$ cat config.mk
export PLATFORM = sky130hd
export DESIGN_NAME = pce_front
export DESIGN_NICKNAME = d
export VERILOG_FILES = /design/src/piecewise_cubic_evaluator_macros.svh /design/src/pce_pkg.sv /design/src/pce_front.sv
export SDC_FILE = /design/constraint.sdc
export NUM_CORES = 1
export LEC_CHECK = 0
export BUFFER_PORTS_ARGS = -buffer_cell sky130_fd_sc_hd__buf_2
export CAP_MARGIN = 10
export CORE_AREA = 2 2 62 64
export DETAILED_ROUTE_END_ITERATION = 8
export DIE_AREA = 0 0 64 66
export PLACE_DENSITY = 0.86
export SYNTH_ARGS = -nofsm -noshare
export SYNTH_HDL_FRONTEND = slang
export SYNTH_SLANG_ARGS = --single-unit
$ cat constraint.sdc
create_clock -name clock -period 1.1 [get_ports clock]
set_input_delay 0.165 -clock clock [delete_from_list [all_inputs] [get_ports clock]]
set_output_delay 0.165 -clock clock [all_outputs]
set_load 0.02 [all_outputs]
$ cat src/piecewise_cubic_evaluator_macros.svh
// Assertion macros for the piecewise cubic evaluator.
// Included by the top level; no other dependencies.
`ifndef PIECEWISE_CUBIC_EVALUATOR_MACROS_SVH
`define PIECEWISE_CUBIC_EVALUATOR_MACROS_SVH

`ifndef SYNTHESIS
`define PCE_ASSERT_IMPL(name, clk, rst, ante, cons, msg) \
   name: assert property (@(posedge clk) disable iff (rst) (ante) |-> (cons)) \
      else $error(msg);
`define PCE_ASSERT_NEXT(name, clk, rst, ante, cons, msg) \
   name: assert property (@(posedge clk) disable iff (rst) (ante) |=> (cons)) \
      else $error(msg);
`else
`define PCE_ASSERT_IMPL(name, clk, rst, ante, cons, msg)
`define PCE_ASSERT_NEXT(name, clk, rst, ante, cons, msg)
`endif

`endif

$ cat src/pce_pkg.sv
// Shared constants, codes and types of the piecewise cubic evaluator.
// No dependencies.
package pce_pkg;

   localparam int SEGMENTS    = 64;
   localparam int FRAC_BITS   = 16;

   localparam int DATA_W      = 32;
   localparam int IDX_W       = 7;
   localparam int SEL_W       = 2;
   localparam int TYPE_W      = 2;
   localparam int CSR_W       = 7;
   localparam int SEG_W       = (SEGMENTS > 1) ? $clog2(SEGMENTS) : 1;
   localparam int BRK_DEPTH   = SEGMENTS + 1;
   localparam int BRK_AW      = $clog2(BRK_DEPTH);
   localparam int COEF_DEPTH  = 4 * SEGMENTS;
   localparam int COEF_AW     = SEG_W + SEL_W;
   localparam int DX_W        = DATA_W + 1;
   localparam int PROD_W      = DATA_W + DX_W;
   localparam int RND_W       = PROD_W - FRAC_BITS;
   localparam int SUM_W       = RND_W + 1;
   localparam int QUEUE_DEPTH = 2;
   localparam int QPTR_W      = $clog2(QUEUE_DEPTH);
   localparam int QCNT_W      = $clog2(QUEUE_DEPTH + 1);

   localparam logic [CSR_W-1:0] SEGS_RESET = CSR_W'(SEGMENTS);

   localparam logic [TYPE_W-1:0] REQ_BRK  = 2'd0;
   localparam logic [TYPE_W-1:0] REQ_COEF = 2'd1;
   localparam logic [TYPE_W-1:0] REQ_EVAL = 2'd2;

   localparam logic signed [PROD_W-1:0] RND_HALF = PROD_W'(1) <<< (FRAC_BITS - 1);
   localparam logic signed [DATA_W-1:0] VAL_MAX  = {1'b0, {(DATA_W-1){1'b1}}};
   localparam logic signed [DATA_W-1:0] VAL_MIN  = {1'b1, {(DATA_W-1){1'b0}}};

   typedef enum logic [1:0] {
      OP_BRK,
      OP_COEF,
      OP_EVAL
   } op_type;

   typedef struct packed {
      op_type                    op;
      logic [BRK_AW-1:0]         brk_addr;
      logic [COEF_AW-1:0]        coef_addr;
      logic [DATA_W-1:0]         data;
   } q_entry_type;

   typedef struct packed {
      logic                      valid;
      q_entry_type               entry;
   } q_word_type;

   typedef struct packed {
      logic                      busy;
      logic                      pop;
   } back_status_type;

endpackage

$ cat src/pce_front.sv
// Front end: request and register acceptance, request classification.
// Depends on pce_pkg.
module pce_front import pce_pkg::*; (
   input  logic                clock,
   input  logic                reset,
   input  logic                req_valid,
   output logic                req_ready,
   input  logic [TYPE_W-1:0]   req_type,
   input  logic [IDX_W-1:0]    entry_index,
   input  logic [SEL_W-1:0]    coeff_sel,
   input  logic [DATA_W-1:0]   load_value,
   input  logic [DATA_W-1:0]   point_x,
   input  logic                csr_valid,
   output logic                csr_ready,
   input  logic [CSR_W-1:0]    csr_segments_in_use,
   input  logic                q_full,
   output q_word_type          push,
   output logic [BRK_AW-1:0]   segs
);

   logic [CSR_W-1:0] segs_ff;
   logic [CSR_W-1:0] segs_in;
   logic             keep;
   op_type           op;

   assign csr_ready = 1'b1;
   assign req_ready = !q_full;

   always_comb begin
      segs_in = segs_ff;
      if (csr_valid) begin
         segs_in = csr_segments_in_use;
      end
   end

   always_ff @(posedge clock) begin
      if (reset) begin
         segs_ff <= SEGS_RESET;
      end else begin
         segs_ff <= segs_in;
      end
   end

   always_comb begin
      priority if (segs_ff == '0) begin
         segs = BRK_AW'(1);
      end else if (int'(segs_ff) > SEGMENTS) begin
         segs = BRK_AW'(SEGMENTS);
      end else begin
         segs = BRK_AW'(segs_ff);
      end
   end

   always_comb begin
      keep = 1'b0;
      op   = OP_EVAL;
      unique case (req_type)
         REQ_BRK: begin
            op   = OP_BRK;
            keep = int'(entry_index) <= SEGMENTS;
         end
         REQ_COEF: begin
            op   = OP_COEF;
            keep = int'(entry_index) < SEGMENTS;
         end
         REQ_EVAL: begin
            op   = OP_EVAL;
            keep = 1'b1;
         end
         default: begin
            keep = 1'b0;
         end
      endcase
   end

   always_comb begin
      push.valid           = req_valid && req_ready && keep;
      push.entry.op        = op;
      push.entry.brk_addr  = BRK_AW'(entry_index);
      push.entry.coef_addr = {SEG_W'(entry_index), coeff_sel};
      push.entry.data      = (op == OP_EVAL) ? point_x : load_value;
   end

endmodule

==> results.md, run 1 <==
* Outcome: finished with violations
* Failing checks: negative setup slack
* Ys flop type: dfxtp_1
* Antenna fix cells at 0
* Synth area leaders: mux2_4 43%, dfxtp_1 14%, buf_4 12%
* CP endpoint kind: output pin
* Synth cell types at 18
* CP max FO at 3
* R2R depth at 2
* Leakage power at 1.06 nW
* Share of layout cells above drive strength 1 at 86.9%
* Yosys warning total at 0
* Peak supply drop at 0.826 mV
* Reg-to-Reg End: segs_ff[6]$_SDFFE_PP1P_
* Final clock period utilization by the worst path at 111%
* Reg area at 146 um2
* Synth top cells by count: 29 x mux2_4, 16 x buf_4, 8 x nor2_1
* Routed wire length per instance at 13.1 um
* Initial DRT Pass Iterations at 4
* Power Density at 725 nW/um2
* Final Hold Fails at 0
* # nets final at 310
* Fmax at 817 MHz
* Syn_area_per_cell at 10.9 um2
* Unrepaired setup endpoints after global routing: yes
* I/O pins at 146
* Initial antenna violation count at 0
* Post-synthesis register bit count at 7
* Routed WL at 3530 um
* Most frequent cell after synthesis: mux2_4
* Final Non-Filler Cells at 270
* Antenna viol nets, final at 0
* Reg with most FFs: segs_ff
* CTS sink cnt at 7
* Area grow syn2layout at 79.7%
* Drt initial violations at 9
* Die ar. at 4220 um2
* Largest net degree at the start of global routing at 9
* Placed Cells at 262
* WS Path Type: flip-flop to output pin
* Max clock buf depth at 2
* Worst-path clk slew at 0.05 ns
* Setup slack, reg-to-reg at 0.28 ns
* WP data required at 0.94 ns
* Clock Latency Late Sink at 0.24 ns
* First-pass GRT wire length at 5150 um
* All-Layer GR Usage at 15.4%
* WP data arrival at 1.06 ns
* Pins Over Slew Limit at 0
* Final Util at 51.2%
* Total gr overflow at 0
* RD Place Congestion at 0.721
* Max FFs per register at 7
* Hold Crit Class: input pin to flip-flop
* DP HPWL at 2910 um
* Min Clock Period, post-route at 1.22 ns
* Syn_nets at 180
* Hold Crit Start: csr_segments_in_use[6]
* Regs by FF count: segs_ff (7)
* DRC viols at 0
* # rows at 22
* Setup Skew at 0 ns
* Max-Cap Viols at 0
* Post-synth EDFFs at 0
* TritonCTS clock tree: yes
* Multi-input logic area at 693 um2
* CP startpoint kind: flip-flop
* Vias in the first global route at 1081
* Area share of the largest cell type after synthesis at 43.0%
* Slack of the critical path at -0.124 ns
* Starting Density at 28.5%
* Post-synthesis instance total at 93
* Mapped cell area at 1010 um2
* Port Buffers at 140
* H-tree depth at 1
* Chip height at 66 um
* Via count at 1157
* Setup WS pre-CTS at -0.127 ns
* Worst reg2reg startpoint: segs_ff[6]$_SDFFE_PP1P_
* CTS root buffer: clkbuf_4
* Fill cells at 334
* CTS buffer count at 3
* Worst Hold Path EP: segs_ff[6]$_SDFFE_PP1P_
* Async set-reset flop share out of synthesis at 0%
* Sequential cell area fraction in the yosys report at 13.8%
* Core area at 3550 um2
* # setup viols final at 2
* Worst Hold Depth at 2
* Vias/cell at 4.29
* Dominant cell type by area after synthesis: mux2_4
* Width of the chip at 64 um
power by group:
| group | internal (mW) | switching, mW |
|---|---|---|
| clock | 0.138 | 0.0891 |
| combinational | 0.426 | 0.380 |
| sequential | 0.272 | 0.0144 |
how the worst max path moves through the flow:
stage                                 start       end  slack, ns
floorplan                       req_type[1]  push[49]       0.06
global placement                req_type[1]   push[1]      -0.11
detailed placement              req_type[1]   push[1]      -0.13
CTS                 segs_ff[3]$_SDFFE_PP0P_   segs[0]      -0.13
global route        segs_ff[2]$_SDFFE_PP0P_   segs[0]      -0.18
finish              segs_ff[3]$_SDFFE_PP0P_   segs[0]      -0.12
kinds of logic (layout without fill, tap and decap cells):
logic type | Yosys count | in the layout | synth area share (%)
AND/OR/NAND/NOR | 19 | 19 | 10.1
AO/OA/AOI/OAI | 3 | 3 | 1.85
multiplexers | 39 | 39 | 53.3
buffers and inverters | 24 | 153 | 20.5
other | 1 | 1 | 0.370
flip-flops | 7 | 7 | 13.8
worst max-delay path, cell delays in order, from the launching register on:
cell     delay (ns)
dfxtp_2        0.32
nor3_2         0.18
a21oi_1        0.09
nor2_1         0.09
buf_4          0.14
layout by cell type (no fill, tap or decap), drive strengths merged:
cell / Yosys / final
buf: 21 / 148
nor2b: 7 / 7
mux2: 32 / 32
a21oi: 2 / 2
nor2: 8 / 8
mux2i: 7 / 7
inv: 1 / 1
nor3: 2 / 2
conb: 1 / 1
a211o: 1 / 1
clkbuf: 2 / 4
nor4: 1 / 1
dfxtp: 7 / 7
nor3b: 1 / 1
area by class of cell:
type,instances,share of cell area (%)
Clock buffer,4,1.44
Inverter,1,0.206
Multi-Input combinational cell,62,38.1
Sequential cell,7,8.05
Tap cell,48,3.30
Timing Repair Buffer,148,48.9
through the flow:
step           area (um2)  hold WS, ns  power, mW  setup TNS, ns
4_1_cts              1790        0.128       1.32         -0.166
2_1_floorplan        1010        0.237      0.782              0
3_3_place_gp         1610        0.330       1.01          -2.43
3_5_place_dp         1610        0.330       1.02          -2.63
5_1_grt              1820        0.128       1.39         -0.332
6_report             1820        0.127       1.32         -0.172
routing by layer:
metal	track usage [%]	part of all wire (%)	wire length, um	vias to the layer above
li1	-	-	-	563
met1	17.9	39	1370	526
met2	30.3	53	1890	68
met3	2.39	7.6	269	0
met4	1.63	0	0	0
met5	0	0	0	-
what timing repair did:
| item | 4_1_cts | 5_1_grt |
|---|---|---|
| resized for setup | 20 | 9 |
| endpoints found under the setup margin | 39 | 6 |
| pin swaps | 1 | 1 |
| gates cloned | 3 | 0 |
| buffers inserted | 1 | 0 |
| hold buffers | 0 | 0 |
Note: power is estimated with default switching activity, not from simulation.
==> inputs of run 2 (changes only) <==
--- a/config.mk
+++ b/config.mk
@@ -10,7 +10,7 @@
 export CORE_AREA = 2 2 62 64
 export DETAILED_ROUTE_END_ITERATION = 8
 export DIE_AREA = 0 0 64 66
-export PLACE_DENSITY = 0.86
+export PLACE_DENSITY_LB_ADDON = 0.25
 export SYNTH_ARGS = -nofsm -noshare
 export SYNTH_HDL_FRONTEND = slang
 export SYNTH_SLANG_ARGS = --single-unit
==> run 2 against run 1 <==
  * The flow still finishes with violations (negative setup slack)
  * Clock power rose by 4%
  * Register-to-register slack hardly changed
  * Flip-flop and latch count stayed put
  * Hold slack lost 0.010 ns
  * Sequential share of layout area grew 0.25 points
  * Critical path type unchanged
  * Largest cell class unchanged
==> results.md, run 2 (synthesis results as in run 1) <==
* Worst-path cell chain: nor3_2, a21oi_1, nor2_1, buf_4
* Critical path's largest stage delay at 0.32 ns
* Reg with most FFs: segs_ff
* Antenna fix cells at 0
* Power Density at 717 nW/um2
* Via count at 1131
* Max clock buf depth at 2
* TritonCTS clock tree: yes
* Failing checks: negative setup slack
* Routed WL at 3170 um
* Fmax at 831 MHz
* Design Area, Final at 1810 um2
* CP top delay family: flip-flops
* R2R depth at 2
* Top Metal Used: met3
* Chip height at 66 um
* Worst-path clk slew at 0.06 ns
* CP startpoint kind: flip-flop
* Width of the chip at 64 um
* Unrepaired setup endpoints after global routing: yes
* Share of layout cells above drive strength 1 at 87.9%
* Port Buffers at 140
* Outcome: finished with violations
* Initial DRT Pass Iterations at 2
* Final clock period utilization by the worst path at 109%
* Crit path buf inv count at 1
* All-Layer GR Usage at 14.2%
* Max-Cap Viols at 0
* Placement Cell Area at 1640 um2
* DRC viols at 0
* Die ar. at 4220 um2
* Drt initial violations at 8
* DP HPWL at 2630 um
* Most common cell after layout, fill and taps aside: buf_2
* Final hold slack at 0.116 ns
* CTS root buffer: clkbuf_4
* Core area at 3550 um2
* Post-CTS Hold Fix Bufs at 0
* H-tree depth at 1
* Met2 wire len at 1710 um
* WS Path Type: flip-flop to output pin
* Vias in the first global route at 1057
* Hold Crit Start: csr_segments_in_use[6]
* CP max FO at 2
* CTS sink cnt at 7
* Clock Latency Late Sink at 0.25 ns
* Setup TNS at -0.134 ns
* WL met3 at 329 um
* Final Non-Filler Cells at 272
* Worst Setup SP: segs_ff[3]$_SDFFE_PP0P_
* Starting Density at 28.5%
* Logic depth of the worst path, buffers included at 4
* Area grow syn2layout at 78.9%
* RD Place Congestion at 0.775
* Regs by FF count: segs_ff (7)
* Setup Skew at 0 ns
* Total gr overflow at 0
* CTS buffer count at 3
* Worst Hold Depth at 2
* WP data required at 0.94 ns
* Leakage power at 1.06 nW
* Most frequent cells in the layout: 130 x buf_2, 29 x mux2_4, 13 x buf_4
* WP data arrival at 1.04 ns
* Slack of the critical path at -0.103 ns
* Final Hold Fails at 0
* Max FFs per register at 7
* Pins Over Slew Limit at 0
* Slowest CP cell: dfxtp_2
* # rows at 22
* Vias/cell at 4.16
* Largest net degree at the start of global routing at 14
* Min Clock Period, post-route at 1.20 ns
* Placed Cells at 266
* Routed wire length per instance at 11.6 um
* First-pass GRT wire length at 4780 um
* # setup viols final at 2
* M1 WL at 1130 um
* Antenna viol nets, final at 0
* Peak supply drop at 0.581 mV
* CP endpoint kind: output pin
* Hold Crit Class: input pin to flip-flop
* I/O pins at 146
* Initial antenna violation count at 0
* Pwr Total at 1.30 mW
* Worst reg2reg startpoint: segs_ff[6]$_SDFFE_PP1P_
* # nets final at 312
## run 2: per-layer routing
layer | track usage (%) | vias up
met5 | 0 | -
met4 | 2.45 | 0
met3 | 4.09 | 0
met2 | 28.3 | 67
met1 | 14.6 | 498
li1 | - | 566
## run 2: cell type report
cell class / instances / area (um2)
fill: 341 / 1740
timing repair buffer: 150 / 876
multi-input combinational: 62 / 693
sequential: 7 / 150
tap: 48 / 60.1
clock buffer: 3 / 22.5
clock inverter: 1 / 5.00
inverter: 1 / 3.75
## run 2: power breakdown
part	leakage (nW)	switching (mW)	internal [mW]	total [mW]
clock	0.0177	0.102	0.133	0.235
combinational	0.984	0.362	0.416	0.778
sequential	0.0598	0.0143	0.271	0.286
total	1.06	0.479	0.820	1.30
## run 2: through the flow
step | worst slack (ns) | utilization (%)
floorplan | 0.0611 | -
global placement | -0.0970 | 46.2
detailed placement | -0.0928 | 46.2
CTS | -0.123 | 50.3
global route | -0.158 | 51.0
finish | -0.103 | 51.0
## run 2: final timing paths
path                                           endpoint  slack (ns)
worst max-delay path                            segs[0]       -0.10
worst min-delay path            segs_ff[6]$_SDFFE_PP1P_        0.12
worst max register to register  segs_ff[6]$_SDFFE_PP1P_        0.28
worst min register to register  segs_ff[4]$_SDFFE_PP0P_        0.51
## run 2: timing repair
action                                  4_1_cts  5_1_grt
buffers inserted                              2        0
resized for setup                            18       14
pin swaps                                     5        3
gates cloned                                  1        0
endpoints found under the setup margin       38        7
## run 2: worst register-to-register path, cell delays in order, from the launching register on
cell	delay [ns]
dfxtp_4	0.37
nor2b_1	0.13
a211o_1	0.22
