$ cat config.mk
export PLATFORM = sky130hd
export DESIGN_NAME = pce_queue
export DESIGN_NICKNAME = d
export VERILOG_FILES = /design/src/piecewise_cubic_evaluator_macros.svh /design/src/pce_pkg.sv /design/src/pce_queue.sv
export SDC_FILE = /design/constraint.sdc
export NUM_CORES = 1
export LEC_CHECK = 0
export BUFFER_PORTS_ARGS = -buffer_cell sky130_fd_sc_hd__buf_2
export CORE_ASPECT_RATIO = 1.5
export CORE_MARGIN = 5
export CORE_UTILIZATION = 50
export DETAILED_ROUTE_END_ITERATION = 16
export PLACE_DENSITY = 0.77
export SYNTH_ARGS = -nofsm -noshare
export SYNTH_HDL_FRONTEND = slang
export SYNTH_SLANG_ARGS = --single-unit
$ cat constraint.sdc
create_clock -name clock -period 3.9 [get_ports clock]
set_input_delay 0.195 -clock clock [delete_from_list [all_inputs] [get_ports clock]]
set_output_delay 0.195 -clock clock [all_outputs]
set_load 0.01 [all_outputs]
$ cat src/piecewise_cubic_evaluator_macros.svh
// Assertion macros for the piecewise cubic evaluator.
// Included by the top level; no other dependencies.
`ifndef PIECEWISE_CUBIC_EVALUATOR_MACROS_SVH
`define PIECEWISE_CUBIC_EVALUATOR_MACROS_SVH

`ifndef SYNTHESIS
`define PCE_ASSERT_IMPL(name, clk, rst, ante, cons, msg) \
   name: assert property (@(posedge clk) disable iff (rst) (ante) |-> (cons)) \
      else $error(msg);
`define PCE_ASSERT_NEXT(name, clk, rst, ante, cons, msg) \
   name: assert property (@(posedge clk) disable iff (rst) (ante) |=> (cons)) \
      else $error(msg);
`else
`define PCE_ASSERT_IMPL(name, clk, rst, ante, cons, msg)
`define PCE_ASSERT_NEXT(name, clk, rst, ante, cons, msg)
`endif

`endif

$ cat src/pce_pkg.sv
// Shared constants, codes and types of the piecewise cubic evaluator.
// No dependencies.
package pce_pkg;

   localparam int SEGMENTS    = 64;
   localparam int FRAC_BITS   = 16;

   localparam int DATA_W      = 32;
   localparam int IDX_W       = 7;
   localparam int SEL_W       = 2;
   localparam int TYPE_W      = 2;
   localparam int CSR_W       = 7;
   localparam int SEG_W       = (SEGMENTS > 1) ? $clog2(SEGMENTS) : 1;
   localparam int BRK_DEPTH   = SEGMENTS + 1;
   localparam int BRK_AW      = $clog2(BRK_DEPTH);
   localparam int COEF_DEPTH  = 4 * SEGMENTS;
   localparam int COEF_AW     = SEG_W + SEL_W;
   localparam int DX_W        = DATA_W + 1;
   localparam int PROD_W      = DATA_W + DX_W;
   localparam int RND_W       = PROD_W - FRAC_BITS;
   localparam int SUM_W       = RND_W + 1;
   localparam int QUEUE_DEPTH = 2;
   localparam int QPTR_W      = $clog2(QUEUE_DEPTH);
   localparam int QCNT_W      = $clog2(QUEUE_DEPTH + 1);

   localparam logic [CSR_W-1:0] SEGS_RESET = CSR_W'(SEGMENTS);

   localparam logic [TYPE_W-1:0] REQ_BRK  = 2'd0;
   localparam logic [TYPE_W-1:0] REQ_COEF = 2'd1;
   localparam logic [TYPE_W-1:0] REQ_EVAL = 2'd2;

   localparam logic signed [PROD_W-1:0] RND_HALF = PROD_W'(1) <<< (FRAC_BITS - 1);
   localparam logic signed [DATA_W-1:0] VAL_MAX  = {1'b0, {(DATA_W-1){1'b1}}};
   localparam logic signed [DATA_W-1:0] VAL_MIN  = {1'b1, {(DATA_W-1){1'b0}}};

   typedef enum logic [1:0] {
      OP_BRK,
      OP_COEF,
      OP_EVAL
   } op_type;

   typedef struct packed {
      op_type                    op;
      logic [BRK_AW-1:0]         brk_addr;
      logic [COEF_AW-1:0]        coef_addr;
      logic [DATA_W-1:0]         data;
   } q_entry_type;

   typedef struct packed {
      logic                      valid;
      q_entry_type               entry;
   } q_word_type;

   typedef struct packed {
      logic                      busy;
      logic                      pop;
   } back_status_type;

endpackage

$ cat src/pce_queue.sv
// Short word queue between the front and back ends.
// Depends on pce_pkg.
module pce_queue import pce_pkg::*; (
   input  logic            clock,
   input  logic            reset,
   input  q_word_type      push,
   input  logic            pop,
   output q_word_type      head,
   output logic            full
);

   q_entry_type       mem_ff [QUEUE_DEPTH];
   logic [QPTR_W-1:0] wr_ptr_ff, wr_ptr_in;
   logic [QPTR_W-1:0] rd_ptr_ff, rd_ptr_in;
   logic [QCNT_W-1:0] count_ff, count_in;
   logic              do_push;

   assign full       = count_ff == QCNT_W'(QUEUE_DEPTH);
   assign do_push    = push.valid && !full;
   assign head.valid = count_ff != '0;
   assign head.entry = mem_ff[rd_ptr_ff];

   always_comb begin
      wr_ptr_in = wr_ptr_ff;
      rd_ptr_in = rd_ptr_ff;
      count_in  = count_ff;
      if (do_push) begin
         wr_ptr_in = wr_ptr_ff + 1'b1;
      end
      if (pop) begin
         rd_ptr_in = rd_ptr_ff + 1'b1;
      end
      unique case ({do_push, pop})
         2'b10:   count_in = count_ff + 1'b1;
         2'b01:   count_in = count_ff - 1'b1;
         default: count_in = count_ff;
      endcase
   end

   always_ff @(posedge clock) begin
      if (reset) begin
         wr_ptr_ff <= '0;
         rd_ptr_ff <= '0;
         count_ff  <= '0;
      end else begin
         wr_ptr_ff <= wr_ptr_in;
         rd_ptr_ff <= rd_ptr_in;
         count_ff  <= count_in;
      end
   end

   always_ff @(posedge clock) begin
      if (do_push) begin
         mem_ff[wr_ptr_ff] <= push.entry;
      end
   end

endmodule

==> results.md, run 1 <==
Run status:
- The run finished with clean final reports.

Worst setup path:
- In this run the worst setup path terminates at head[5].
- The signal on the critical path passes through mux2_2 -> buf_2.
- Among all stages on the critical path, the largest delay is contributed by sky130_fd_sc_hd__dfxtp_2.
- For the worst setup path, the data arrival time is 2.03 ns.
- The largest single stage delay on the critical path is 1.08 ns.
- The path type of the worst setup path is flip-flop to primary output.
- The critical register-to-register path startpoint is count_ff[0].
- The critical path launch point type is a flip-flop.
- The category of the worst setup path capture point is a primary output.
- Data on the critical path is required at its endpoint by 3.70 ns.
- The highest fanout seen on the critical path is 49.
- The number of cells on the worst reg-to-reg path is 4.
- The endpoint of the worst-slack reg-to-reg timing path is mem_ff[0][48].
- For flop-to-flop paths, the worst setup slack is 1.75 ns.

Yosys:
- The number of cells produced by synthesis is 177.
- The dominant cell type by area after synthesis is sky130_fd_sc_hd__edfxtp_1.
- After synthesis the cells add up to 0.00374 mm².
- Of all flip-flops after synthesis, the portion carrying an async set or reset was 0%.
- The most common cell in the synthesized netlist is sky130_fd_sc_hd__edfxtp_1.
- The number of enable-type register cells in the synthesized netlist is 98.
- Counting flops and latches in the post-synthesis netlist gives 103.
- The net count after synthesis is 231.
- By area the synthesized netlist is led by sky130_fd_sc_hd__edfxtp_1 (79%), sky130_fd_sc_hd__mux2_2 (15%), sky130_fd_sc_hd__dfxtp_1 (2.7%).
- The fraction of the yosys area taken by sequential cells is 81.3%.
- The post-synthesis adder-cell area fraction is 0.334%.
- Of the total synthesized cell area, the portion taken by XOR and XNOR cells is 0.702%.
- The most frequently used flop master after synthesis is sky130_fd_sc_hd__edfxtp_1.
- The post-synthesis compound-gate area fraction is 0.535%.
- The commonest cells after synthesis are sky130_fd_sc_hd__edfxtp_1 (98), sky130_fd_sc_hd__mux2_2 (49), sky130_fd_sc_hd__dfxtp_1 (5).
- After synthesis, the share of cell area in mux cells is 14.7%.
- The total number of yosys warnings is 0.
- The share of synthesized cell area in and, or, nand and nor gates is 1.30%.
- Synthesis instantiated 18 different standard cells from the library.
- After synthesis, the largest family of logic cells by area is multiplexers.
- The synthesized area per cell is 21.1 µm².
- After synthesis, the largest area contributor takes up 78.7% of total cell area.

Detailed routing:
- The total number of vias is 1944.
- The length of the first detailed-routing pass in iterations is 4.
- In the routed design, unresolved DRC markers number 0.
- The number of violations reported at the end of detailed-routing iteration 0 is 64.
- The per-cell via count in the routed design is 4.82.
- The routed wirelength normalized by instance count is 16.0 µm.
- The post-detailed-routing wire length is 6450 µm.
- The count of nets left with antenna violations once routing finished came out at 0.

Floorplan:
- The die height is 116 µm.
- The die is 80.6 µm wide.
- The initial core utilization is 51.4%.
- The number of placement rows is 38.
- The die area is 0.00935 mm².
- During I/O placement, the number of pins put on the boundary was 104.
- In this run the standard cell core region covers 0.00727 mm².

Power and ir drop:
- Summed over all cells, the static leakage comes to 1.76 nW.
- Dividing total power by cell area gives a power density of 497 mW/mm².
- The maximum ir drop on the vdd rail is 0.366 mV.

Clock network:
- The number of levels the H-tree was split into is 3.
- The maximum clock insertion buffer count is 2.
- The tree is rooted in a sky130_fd_sc_hd__clkbuf_8.
- Clock-pin slew was measured on the worst setup and hold paths at 0.09 ns.
- The clock net in this run drives a total of 103 sinks.
- The clock reaches the later pin of the worst-skew pair after 0.35 ns.
- In this run, CTS created clock tree buffers numbering 9.
- In this run the post-CTS setup repair buffer count came out at 0.
- TritonCTS built the clock tree.

STA:
- For the finished layout, the period the worst path requires is 2.23 ns.
- Setup violations remaining at the end of the flow were counted as 0.
- The final-layout setup total negative slack is 0 ns.
- Setup repair after global routing left no endpoint under its margin.
- The count of final max-slew check failures is 0.
- The final-layout worst hold slack is 0.0237 ns.
- The final hold violation count was 0.
- The pin slew with the least headroom to its limit is 1.18 ns.
- On the final layout, the worst clock skew is 0.00383 ns.
- After layout, the worst path uses 57.1% of the clock period.
- In this run the tightest slew margin relative to its limit is 21.2%.
- Static timing analysis puts the maximum clock frequency at 449 MHz.

GRT:
- For this run, the total global-route usage over all layers was measured as 14.5%.
- The via count of the first global-routing pass is 2026.
- The total global routing overflow is 0.
- The initial antenna violation count is 0.
- The pin count of the biggest net entering global routing is 50.
- The first global-routing pass estimated 9670 µm of wire.

Layout:
- Compared with the post-synthesis result, the final layout area differs by 24.7%.
- For this run, the post-layout net count is 352.
- The number of antenna diodes in the final layout is 0.
- The layout cell share with drive strength beyond 1 is 56.8%.
- The filler cell count is 528.

Placed design:
- Port buffering added 103 buffers.
- The HPWL after detailed placement is 4220 µm.
- At the end of routability-driven placement, the weighted congestion stood at 0.702.

Job:
- The number of max-capacitance violations reported is 0.

Min path:
- The worst hold path belongs to the class primary input to flip-flop.
==> routing by layer <==
metal	vias to the layer above	track usage [%]	wire (µm)
met4	0	7.78	146
met2	67	26.3	3630
met3	10	4.82	410
li1	929	-	-
met1	938	14.4	2260
met5	-	0	0
==> through the flow <==
| stage | instance area [µm²] | instances | total power [mW] | setup WS [ns] | util, % |
|---|---|---|---|---|---|
| global route | 4660 | 403 | 2.43 | 1.49 | 64.1 |
| CTS | 4590 | 396 | 2.34 | 1.56 | 63.2 |
| detailed placement | 4360 | 375 | 1.72 | 1.72 | 59.9 |
| global placement | 4360 | 375 | 1.71 | 1.78 | 59.9 |
| floorplan | 3740 | 177 | 1.57 | 1.64 | - |
| finish | 4660 | 403 | 2.32 | 1.67 | 64.1 |
==> timing repair <==
item	CTS	global route
gates resized for setup	0	0
endpoints found under the hold margin	10	14
endpoints found under the setup margin	0	0
hold buffers	5	7
==> state kept, by name (all words and copies together), names as in the netlist, named ones only <==
register   flops
count_ff       2
mem_ff        98
rd_ptr_ff      1
wr_ptr_ff      1
==> area by class of cell <==
class | count | area (µm²) | share of cell area, %
Clock inverter | 7 | 63.8 | 1.37
Sequential cell | 103 | 3040 | 65.3
Clock buffer | 9 | 124 | 2.66
Inverter | 3 | 11.3 | 0.241
Timing Repair Buffer | 115 | 636 | 13.6
Tap cell | 100 | 125 | 2.68
Multi-Input combinational cell | 66 | 661 | 14.2
==> layout by cell type, fill, tap and decap left out, types with 2 or more instances in the layout <==
master	count
sky130_fd_sc_hd__nor2_1	3
sky130_fd_sc_hd__clkinv_1	2
sky130_fd_sc_hd__dlygate4sd3_1	12
sky130_fd_sc_hd__o21ai_0	2
sky130_fd_sc_hd__or3_1	2
sky130_fd_sc_hd__mux2_2	49
sky130_fd_sc_hd__clkbuf_8	9
sky130_fd_sc_hd__edfxtp_1	98
sky130_fd_sc_hd__clkinv_2	2
sky130_fd_sc_hd__dfxtp_1	4
sky130_fd_sc_hd__inv_2	2
sky130_fd_sc_hd__xnor2_1	2
sky130_fd_sc_hd__a21oi_1	2
sky130_fd_sc_hd__buf_2	103
==> report_power, final <==
group | switching, mW | internal, mW | total [mW] | leakage [nW]
combinational | 0.166 | 0.158 | 0.324 | 0.703
clock | 0.332 | 0.291 | 0.623 | 0.0941
sequential | 0.0424 | 1.33 | 1.37 | 0.958
total | 0.540 | 1.78 | 2.32 | 1.76
==> how the worst min path moves through the flow <==
stage               slack [ns]      from            end  cells after the start
floorplan                 0.26     reset    count_ff[1]                      1
global placement          0.38  push[14]  mem_ff[1][14]                      1
CTS                    0.00008  push[35]  mem_ff[1][35]                      1
finish                    0.02   push[9]   mem_ff[1][9]                      1
global route            0.0007   push[9]   mem_ff[0][9]                      1
detailed placement        0.39   push[5]   mem_ff[1][5]                      1
==> critical path, delay by kind of cell, from the launching register on <==
| kind | cells | cell delay, ns |
|---|---|---|
| buf+inv | 1 | 0.14 |
| flops | 1 | 1.08 |
| mux | 1 | 0.44 |
==> cells by family after synthesis <==
logic type / Yosys count
flip-flops: 103
AND/OR/NAND/NOR: 9
XOR/XNOR: 3
AO/OA/AOI/OAI: 4
adder cells (fa/ha/maj): 1
multiplexers: 49
buffers and inverters: 8
Power figures use the tool's default switching activity.
==> inputs of run 2 (changes only) <==
==> constraint.sdc (replaced) <==
create_clock -name clock -period 2.1 [get_ports clock]
set_input_delay 0.105 -clock clock [delete_from_list [all_inputs] [get_ports clock]]
set_output_delay 0.105 -clock clock [all_outputs]
set_load 0.01 [all_outputs]
==> run 2 against run 1 <==
Clock power rose by 61%. First-iteration DRC count rose by 110%. Sequential power rose by 83%. Flip-flop and latch count did not move. Combinational power rose by 120%. Critical endpoint is now mem_ff[0][5].
==> results.md, run 2 (synthesized netlist as in run 1, its figures left out) <==
Layout:
- The number of flip-flops under the largest register name is 98 (unchanged).
- The layout cell share with drive strength beyond 1 is 51.0% (-5.8 points).
- The filler cell count is 476 (-9.8%).
- Leaving out fill and tap cells, the most frequent cell in the layout is sky130_fd_sc_hd__buf_2.
- In the final layout, the registers with the most flip-flops are mem_ff: 98 flops, count_ff: 2 flops.
- The layout overhead on the synthesized area is 35.4%.
- The count of antenna diodes in the layout is 0 (unchanged).
- The net count of the finished layout is 395 (+12%).
- In the layout the commonest cells are sky130_fd_sc_hd__buf_2 (103), sky130_fd_sc_hd__edfxtp_1 (98), sky130_fd_sc_hd__dlygate4sd3_1 (50).
- The register with the most flip-flops in the final layout is mem_ff.

Clock network:
- The number of levels the H-tree was split into is 3 (unchanged).
- The clock buffer count from CTS is 9 (unchanged).
- The TritonCTS sink count was 103 (unchanged).
- The maximum clock insertion buffer count is 2 (unchanged).
- The tree is rooted in a sky130_fd_sc_hd__clkbuf_8.
- The post-CTS clock slew at the launch and capture registers of the worst setup and hold paths came to 0.09 ns (about the same).
- The total of hold buffers inserted after clock tree synthesis is 50 (+45).
- The number of instances resized during post-cts repair is 0 (unchanged).
- The clock tree from TritonCTS is built.
- The latest clock arrival within the worst-skew pair is 0.35 ns (about the same).
- The number of setup buffers added after CTS is 0 (unchanged).

Worst setup path:
- The highest fanout seen on the critical path is 49 (unchanged).
- The critical path goes through nand2b_2 -> inv_2 -> or3_1 -> clkinvlp_4 -> buf_12.
- The worst setup path endpoint is mem_ff[0][5].
- In this run the critical register-to-register path is captured at mem_ff[0][5].
- The arrival time of data at the critical path endpoint came to 1.73 ns (-0.30 ns).
- The critical path starts at count_ff[0].
- The critical path launch point type is a flip-flop.
- The depth of the worst register-to-register path is 5 (+1).
- The slowest library cell on the worst path is sky130_fd_sc_hd__dfxtp_1.
- The data required time of the critical path was 2.13 ns (-1.57 ns).
- The register-to-register setup slack is 0.41 ns (-1.34 ns).
- STA classifies the critical path endpoint as a flip-flop.
- The path type of the worst setup path is flip-flop to flip-flop.
- The worst stage delay on the critical path came to 0.40 ns (-0.68 ns).
- The critical register-to-register path startpoint is count_ff[0].

Floorplan:
- The I/O pin count is 104 (unchanged).
- The initial core utilization is 51.4% (unchanged).
- The die height was 116 µm (unchanged).
- The overall die width is 80.6 µm (unchanged).
- The area of the core is 0.00727 mm² (unchanged).
- The die area was 0.00935 mm² (unchanged).
- The number of placement rows is 38 (unchanged).

Detailed routing:
- The number of remaining DRC errors was 0 (unchanged).
- The total number of vias is 2101 (+8.1%).
- The routed wirelength normalized by instance count is 16.2 µm (+0.89%).
- The per-cell via count in the routed design is 4.72 (-2.1%).
- The number of violations reported at the end of detailed-routing iteration 0 is 133 (+110%).
- The post-detailed-routing wire length was 7190 µm (+11%).
- The length of the first detailed-routing pass in iterations is 4 (unchanged).
- The remaining antenna violation count is 0 (unchanged).

STA:
- The clock tree skew after final layout is 0.00805 ns (+0.00422 ns).
- The tightest slew margin relative to the limit is 71.8% (+51 points).
- The final critical-path setup slack is 0.407 ns (-1.27 ns).
- The pin slew with the least headroom to its limit is 0.423 ns (-0.759 ns).
- The final-report setup violation count is 0 (unchanged).
- Subtracting the final worst setup slack from the clock period gives 1.69 ns.
- The final hold violation count was 0 (unchanged).
- The count of final max-slew check failures is 0 (unchanged).
- The maximum achievable frequency is 591 MHz.
- The final worst-path cycle share is 80.6%.
- Setup repair after global routing left no endpoint under its margin.
- The final-layout setup total negative slack is 0 ns (unchanged).
- The final-layout worst hold slack came to 0.0437 ns (+0.0200 ns).

GRT:
- The wire length of the first global-routing pass came to 10900 µm (+13%).
- The aggregate global-route resource usage came to 16.1% (+1.6 points).
- The via count of the first global-routing pass is 2282 (+13%).
- The total global routing overflow is 0 (unchanged).
- The pin count of the biggest net entering global routing was 50 (unchanged).
- The initial antenna violation count was 0 (unchanged).

Power and ir drop:
- The portion of total power attributed to combinational logic is 17.1% (+3.1 points).
- The clock group share of total power was 23.6% (-3.3 points).
- The switching power summed over all nets is 994 µW (+84%).
- The leakage power total was 1.92 nW (+9.6%).
- The power density relative to cell area came to 835 mW/mm² (+68%).
- The internal power is 3.24 mW (+82%).
- The maximum ir drop on the vdd rail is 0.661 mV (+80%).
- The power after layout came to 4.23 mW (+83%).
- The share of total power in sequential cells was 59.3% (about the same).
- The fraction of power spent switching nets is 23.5% (+0.18 points).

Placed design:
- The post-placement setup slack is 0.419 ns (-1.30 ns).
- The HPWL after detailed placement was 4420 µm (+4.7%).
- The count of buffers inserted at the top-level ports was 103 (unchanged).
- The final estimated routing congestion in global placement is 0.704 (+0.26%).

Min path:
- The path class of the tightest hold or removal check is primary input to flip-flop.

Run status:
- The run finished with clean final reports.

Job:
- The number of max-capacitance violations reported is 0 (unchanged).
-- run 2: cell type report --
| class | count | area [µm²] | share of cell area [%] |
|---|---|---|---|
| clock buffer | 10 | 128 | 2.52 |
| clock inverter | 5 | 26.3 | 0.519 |
| inverter | 3 | 15.0 | 0.296 |
| multi-input combinational | 66 | 661 | 13.0 |
| sequential | 103 | 3040 | 60.1 |
| tap | 100 | 125 | 2.47 |
| timing repair buffer | 158 | 1070 | 21.0 |
-- run 2: critical path: cells and delay by family (launching register included) --
family / cells / cell delay, ns
buffers and inverters: 3 / 0.42
flip-flops: 1 / 0.40
AND/OR/NAND/NOR: 2 / 0.54
-- run 2: metal layers --
| metal | vias to the layer above | track usage [%] | wire length [µm] |
|---|---|---|---|
| met3 | 9 | 5.05 | 421 |
| met4 | 0 | 6.65 | 116 |
| met1 | 1017 | 17.0 | 2560 |
| met2 | 59 | 29.2 | 4090 |
| li1 | 1016 | - | - |
| met5 | - | 0 | 0 |
-- run 2: per-stage QoR --
step / utilization [%] / cell area, µm² / cells
after floorplan: - / 3750 / 177
after detailed placement: 60.6 / 4410 / 380
final: 69.6 / 5060 / 445
after global placement: 60.6 / 4410 / 380
after global routing: 69.6 / 5060 / 445
after CTS: 69.6 / 5060 / 445
-- run 2: worst min-delay path by stage --
| stage | startpoint | endpoint | slack [ns] | cells past startpoint |
|---|---|---|---|---|
| 6_report | pop | flip-flop | 0.04 | 3 |
| 5_1_grt | pop | flip-flop | 0.06 | 3 |
| 4_1_cts | pop | flip-flop | 0.03 | 3 |
| 3_5_place_dp | push[44] | mem_ff[0][44] | 0.30 | 1 |
| 3_3_place_gp | push[0] | mem_ff[1][0] | 0.29 | 1 |
| 2_1_floorplan | reset | count_ff[1] | 0.17 | 1 |
-- run 2: power by group through the flow --
stage	combinational, mW	sequential, mW	clock [mW]
floorplan	0.380	2.54	0
global route	0.790	2.52	1.12
CTS	0.734	2.51	1.03
finish	0.724	2.51	1.00
detailed placement	0.658	2.56	0
global placement	0.649	2.54	0
